**config.mk**
```make
export PLATFORM = sky130hd
export DESIGN_NAME = cna_cell
export DESIGN_NICKNAME = d
export VERILOG_FILES = /design/src/design/cna_pkg.sv /design/src/design/cna_cell.sv
export SDC_FILE = /design/constraint.sdc
export NUM_CORES = 1
export LEC_CHECK = 0
export BUFFER_PORTS_ARGS = -buffer_cell sky130_fd_sc_hd__buf_2
export CORE_AREA = 2 2 362 364
export CTS_BUF_LIST = sky130_fd_sc_hd__clkbuf_4 sky130_fd_sc_hd__clkbuf_8
export CTS_CLUSTER_DIAMETER = 50
export DETAILED_ROUTE_END_ITERATION = 8
export DIE_AREA = 0 0 364 366
export GPL_ROUTABILITY_DRIVEN = 0
export GPL_TIMING_DRIVEN = 0
export PLACE_DENSITY = 0.47
export SYNTH_ARGS = -nofsm -noshare
export SYNTH_HDL_FRONTEND = slang
export SYNTH_SLANG_ARGS = --single-unit
```
**constraint.sdc**
```tcl
create_clock -name clk_i -period 0.95 [get_ports clk_i]
set_input_delay 0 -clock clk_i [delete_from_list [all_inputs] [get_ports clk_i]]
set_output_delay 0 -clock clk_i [all_outputs]
set_load 0.01 [all_outputs]
```
**src/design/cna_pkg.sv**
```systemverilog
package cna_pkg;

  localparam int OW = 16;
  localparam int FRAC = OW - 3;
  localparam int AS_W = OW + 1;
  localparam int AS_SH = 16 - FRAC;
  localparam int MUL_SHIFT = 2 * FRAC - 16;
  localparam int MUL_W = 2 * OW + 1 - MUL_SHIFT;
  localparam int DEN_W = 2 * OW;
  localparam int QW = DEN_W + 17;
  localparam int DVS_W = DEN_W + 1;
  localparam int SQ_W = DEN_W + 32 - 2 * FRAC;
  localparam int SQ_STEPS = SQ_W / 2;
  localparam int CORDIC_SH = 16;
  localparam int CW = OW + CORDIC_SH + 3;
  localparam int ZW = 32;
  localparam int RES_W = 32;
  localparam int MAG_W = 31;
  localparam int ANG_W = 16;
  localparam int ANGLE_STAGES_DEF = 16;
  localparam int ATAN_N = 24;
  localparam int NCELL = QW;

  localparam logic [ZW-1:0] ATAN_LUT [ATAN_N] = '{
    32'h20000000, 32'h12E4051E, 32'h09FB385B, 32'h051111D4, 32'h028B0D43,
    32'h0145D7E1, 32'h00A2F61E, 32'h00517C55, 32'h0028BE53, 32'h00145F2F,
    32'h000A2F98, 32'h000517CC, 32'h00028BE6, 32'h000145F3, 32'h0000A2FA,
    32'h0000517D, 32'h000028BE, 32'h0000145F, 32'h00000A30, 32'h00000518,
    32'h0000028C, 32'h00000146, 32'h000000A3, 32'h00000051
  };

  typedef enum logic [2:0] {
    KIND_ADD   = 3'd0,
    KIND_SUB   = 3'd1,
    KIND_MUL   = 3'd2,
    KIND_DIV   = 3'd3,
    KIND_POLAR = 3'd4
  } kind_e;

  typedef struct packed {
    logic [2:0]              kind;
    logic                    a_zero;
    logic                    den_zero;
    logic signed [AS_W-1:0]  as_re;
    logic signed [AS_W-1:0]  as_im;
    logic signed [MUL_W-1:0] mul_re;
    logic signed [MUL_W-1:0] mul_im;
    logic                    neg_re;
    logic                    neg_im;
    logic [DVS_W-1:0]        dvs;
    logic [QW-1:0]           dq_re;
    logic [QW-1:0]           dq_im;
    logic [DVS_W-1:0]        dr_re;
    logic [DVS_W-1:0]        dr_im;
    logic [SQ_W-1:0]         sq_n;
    logic [SQ_W-1:0]         sq_r;
    logic signed [CW-1:0]    cx;
    logic signed [CW-1:0]    cy;
    logic [ZW-1:0]           cz;
  } cna_data_t;

endpackage

```
**src/design/cna_cell.sv**
```systemverilog
module cna_cell #(
  parameter int IDX          = 0,
  parameter int ANGLE_STAGES = cna_pkg::ANGLE_STAGES_DEF
) (
  input  logic               clk_i,
  input  logic               rst_ni,
  input  logic               en_i,
  input  logic               valid_i,
  input  cna_pkg::cna_data_t data_i,
  output logic               valid_o,
  output cna_pkg::cna_data_t data_o
);
  import cna_pkg::*;

  localparam int SQ_POS = (IDX < SQ_STEPS) ? (SQ_W - 2 - 2 * IDX) : 0;
  localparam logic [SQ_W-1:0] SQ_BIT = SQ_W'(1) << SQ_POS;
  localparam int ATAN_IDX = (IDX < ATAN_N) ? IDX : 0;
  localparam logic [ZW-1:0] ATAN_K = ATAN_LUT[ATAN_IDX];
  localparam int CSH = (IDX < CW) ? IDX : 0;

  function automatic logic [DVS_W+QW-1:0] div_step(input logic [DVS_W-1:0] r,
                                                   input logic [QW-1:0]    n,
                                                   input logic [DVS_W-1:0] d);
    logic [DVS_W:0] t;
    logic           ge;
    t  = {r, n[QW-1]};
    ge = (t >= {1'b0, d});
    if (ge) begin
      t = t - {1'b0, d};
    end
    return {t[DVS_W-1:0], n[QW-2:0], ge};
  endfunction

  logic                 valid_q;
  cna_data_t            data_d, data_q;
  logic [SQ_W:0]        sq_sum;
  logic signed [CW-1:0] xs, ys;

  always_comb begin
    data_d = data_i;
    {data_d.dr_re, data_d.dq_re} = div_step(data_i.dr_re, data_i.dq_re, data_i.dvs);
    {data_d.dr_im, data_d.dq_im} = div_step(data_i.dr_im, data_i.dq_im, data_i.dvs);

    sq_sum = {1'b0, data_i.sq_r} + {1'b0, SQ_BIT};
    if (IDX < SQ_STEPS) begin
      if ({1'b0, data_i.sq_n} >= sq_sum) begin
        data_d.sq_n = data_i.sq_n - sq_sum[SQ_W-1:0];
        data_d.sq_r = (data_i.sq_r >> 1) + SQ_BIT;
      end else begin
        data_d.sq_r = data_i.sq_r >> 1;
      end
    end

    xs = data_i.cx;
    ys = data_i.cy;
    if (IDX < ANGLE_STAGES) begin
      if (!ys[CW-1]) begin
        data_d.cx = xs + (ys >>> CSH);
        data_d.cy = ys - (xs >>> CSH);
        data_d.cz = data_i.cz + ATAN_K;
      end else begin
        data_d.cx = xs - (ys >>> CSH);
        data_d.cy = ys + (xs >>> CSH);
        data_d.cz = data_i.cz - ATAN_K;
      end
    end
  end

  always_ff @(posedge clk_i or negedge rst_ni) begin
    if (!rst_ni) begin
      valid_q <= 1'b0;
    end else if (en_i) begin
      valid_q <= valid_i;
    end
  end

  always_ff @(posedge clk_i) begin
    if (en_i) begin
      data_q <= data_d;
    end
  end

  assign valid_o = valid_q;
  assign data_o  = data_q;

endmodule

```
==> metrics.md <==
| Metric | Value |
|---|---|
| Vias | 27.5k |
| CP Capture Type | register |
| RSZ-0062 raised after global routing | true |
| Synth Area in Compound Gates | 17.0% |
| Largest net degree at the start of global routing | 118 |
| Relative slew slack | 21.3% |
| Synth warn | 0 |
| Final-report max-slew violation count | 0 |
| Wl on met1 | 55,300 µm |
| Die boundary width | 364 µm |
| EDFF count, synth | 461 |
| Critical path's slowest cell | a311oi_4 |
| Max VDD drop | 1.39 mV |
| Post-synthesis cell type count | 83 |
| Failing checks | hold timing, setup timing |
| Predominant post-synthesis flop cell | edfxtp_1 |
| R2R Setup Slk | 0.19 ns |
| Buffers on Ports | 927 |
| Met2 wire length | 66,000 µm |
| Worst hold path type | primary input to register |
| Clock share of power | 34.1% |
| Reg power frac | 33.7% |
| Worst endpoint required time | 1.50 ns |
| Area delta synth->final | 84.3% |
| Clk buf depth | 3 |
| Seq/Total Area, Yosys | 51.8% |
| Cell Pwr Density | 1570 mW/mm² |
| Io pins | 929 |
| Total global routing overflow | 0 |
| Synth Area in XOR/XNOR | 5.20% |
| Top Metal Used | met5 |
| Main combinational cell family by area after synthesis | compound AO/OA/AOI/OAI gates |
| Setup violators final | 722 |
| Post-synth ARST share | 0.216% |
| Switching pwr | 25.2 mW |
| H-tree lvl count | 3 |
| Global Route Usage Sum | 20.1% |
| Worst setup SP type | primary input |
| First-pass GRT wire length | 194,000 µm |
| Root buffer cell | clkbuf_8 |
| Initial Util | 20.8% |
| DRT iter0 DRCs | 1,866 |
| DRC violations left | 0 |
| Comb power frac | 32.2% |
| Post-Place Worst Slack | -2.70 ns |
| Initial antenna violation count | 38 |
| Drt first pass iters | 5 |
| Crit-path max FO | 5 |
| Core Region | 0.129 mm² |
| Final worst-path cycle share | 237% |
| Fillers | 12.7k |
| Sink Count | 462 |
| Met3 wire len | 13,000 µm |
| Num CTS Buffers | 101 |
| Leakage | 20.8 nW |
| WP data arrival | 2.80 ns |
| Delay-heaviest family, CP | compound AO/OA/AOI/OAI gates |
| Die height | 366 µm |
| Worst path bufs/invs | 4 |
| Core Rows | 132 |
| Hold Slack | -0.642 ns |
| Area share of fa/ha/maj cells after synthesis | 10.3% |
| DR vias/cell | 4.52 |
| Routed length per instance | 23.3 µm |
| Max Freq | 0.444 GHz |
| Setup slack after layout | -1.30 ns |
| Syn Nets | 3,100 |
| Tmin final | 2.25 ns |
| Worst skew pair latency | 0.79 ns |
| Tightest Pin Transition | 1.18 ns |
| Synth Register Bits | 462 |
| Max Cap Viol | 0 |
| Routed Antenna Nets | 0 |
| Layout Skew | 0 ns |
| CP Class | primary input to register |
| Final WL | 142,000 µm |
| Post-synthesis mux area share | 2.99% |
| DIE AREA | 0.133 mm² |
| Int Power | 52.5 mW |
| Switching part of the total | 32.4% |
| Simple-gate share of the synthesized area | 8.40% |
| Syn_area_per_cell | 11.1 µm² |
| CTS tree | yes |
| Crit-path cells | buf_2, inv_1, ha_4, nand3_2, inv_2, a31oi_2, a311oi_4, nor4_4, buf_4, or3_1, a311oi_2, xor2_1, mux2_4 |
| Post-synthesis cell count | 2,418 |
| Outcome | finished, violations left |
| Nets | 4,918 |
| Post-DP HPWL | 107,000 µm |
| Vias in the first global route | 27.8k |
| Post-synthesis instance area | 0.0268 mm² |
| Clock transition at path regs | 0.07 ns |
| Critical Path Max Stage Delay | 0.49 ns |
| Share of cells above drive strength 1 | 46.3% |
| Hold Vio Cnt, Final | 175 |
## cell families after synthesis
family / after synthesis
mux: 74
buf+inv: 298
compound gates: 730
simple gates: 479
xor+xnor: 159
fa+ha+maj: 216
flops: 462
## metrics by stage
stage / TNS, ns / util, % / instance area, µm² / power (mW) / cells
final: -344.84 / 38.3 / 49400 / 77.6 / 6086
after CTS: -400.66 / 37.0 / 47700 / 76.9 / 5992
after global routing: -391.35 / 38.3 / 49400 / 81.1 / 6080
after detailed placement: -541.39 / 27.3 / 35200 / 43.7 / 5091
after floorplan: -222.86 / - / 28300 / 35.8 / 2418
after global placement: -4006.56 / 27.2 / 35100 / 44.0 / 5087
## registers in the layout, summed over array words and instances, names as in the netlist
signal and flops:
valid_o 1, data_o 461
## per-layer routing
| metal | vias to the layer above | track usage (%) |
|---|---|---|
| met5 | - | 0 |
| met2 | 1225 | 33.1 |
| met3 | 320 | 6.63 |
| met1 | 13400 | 23.4 |
| met4 | 24 | 9.91 |
| li1 | 12600 | - |
## final timing paths
path                              from          end  depth (start not counted)
setup / recovery           data_i[358]  data_o[206]                         13
hold / removal             data_i[108]  data_o[107]                          1
setup reg to reg               valid_o      valid_o                          1
hold reg to reg                valid_o      valid_o                          1
max in group asynchronous       rst_ni      valid_o                          4
min in group asynchronous       rst_ni      valid_o                          4
## power by group through the flow
| stage | clock network (mW) | logic, mW | registers (mW) |
|---|---|---|---|
| after global placement | 0 | 17.3 | 26.7 |
| after CTS | 27.4 | 23.5 | 26.1 |
| final | 26.5 | 25.0 | 26.1 |
| after floorplan | 0 | 8.32 | 27.5 |
| after global routing | 28.2 | 26.5 | 26.3 |
| after detailed placement | 0 | 17.3 | 26.4 |
## timing repair
action                     CTS  global route
cloned                      12             1
setup endpoints to repair  631           732
hold buffers               559            32
pin swaps                  183           133
buffers inserted           145            67
resized for setup          732           276
hold endpoints to repair   816           307
## layout by cell type (no fill, tap or decap), drive strengths merged, types with 9 or more instances in the layout
cell type / count
nand2b: 17
and2: 12
xnor2: 111
nor2: 145
mux2: 48
a21o: 95
a311oi: 9
clkinv: 46
nor3: 24
buf: 1169
clkbuf: 157
or3: 9
bufinv: 16
a211oi: 20
or4: 9
nand3: 36
a21oi: 262
diode: 20
o21bai: 49
nand2: 141
dlygate4sd3: 581
clkinvlp: 12
o31ai: 11
inv: 220
a31oi: 21
ha: 209
mux2i: 26
nor4: 9
xor2: 48
and3: 12
o21ai: 159
edfxtp: 461
nor2b: 20
nand4: 26
o21a: 21
## synth_stat cells, types with 8 or more instances
master    number  area share [%]
and2_1        12            0.28
nand2_1      141             2.0
xor2_1        48             1.6
a31oi_1       21            0.49
a311oi_1       8            0.26
nand2b_1      17            0.40
inv_1        213             3.0
nor3_1        24            0.45
nand3_1       36            0.67
o21ai_0      154             2.9
nor2_1       145             2.0
mux2_2        21            0.88
xnor2_1      111             3.6
a21o_1        95             2.7
nor4_1         8            0.19
mux2i_1       26            0.97
and3_1        12            0.28
a211oi_1      20            0.56
buf_1          9            0.13
o21a_1        21            0.59
o31ai_1        9            0.25
ha_1         209             9.8
a21oi_1      262             4.9
o21bai_1      49             1.4
or3_1          9            0.21
edfxtp_1     461              52
nand4_1       26            0.61
buf_2         15            0.28
nor2b_1       20            0.47
mux2_1        27             1.1
clkbuf_1      49            0.69
or4_1          9            0.25
a211o_1        8            0.26
## area by class of cell
type	count	area (µm²)	share of cell area [%]
Tap cell	1742	2180	4.41
Inverter	219	987	2.00
Multi-Input combinational cell	1658	15700	31.9
Clock buffer	116	1500	3.04
Timing Repair Buffer	1725	13300	27.0
Sequential cell	462	13900	28.1
Clock inverter	75	897	1.82
Antenna cell	20	50.0	0.101
Buffer	69	832	1.68
No activity file was read; power rests on OpenSTA's default activity.
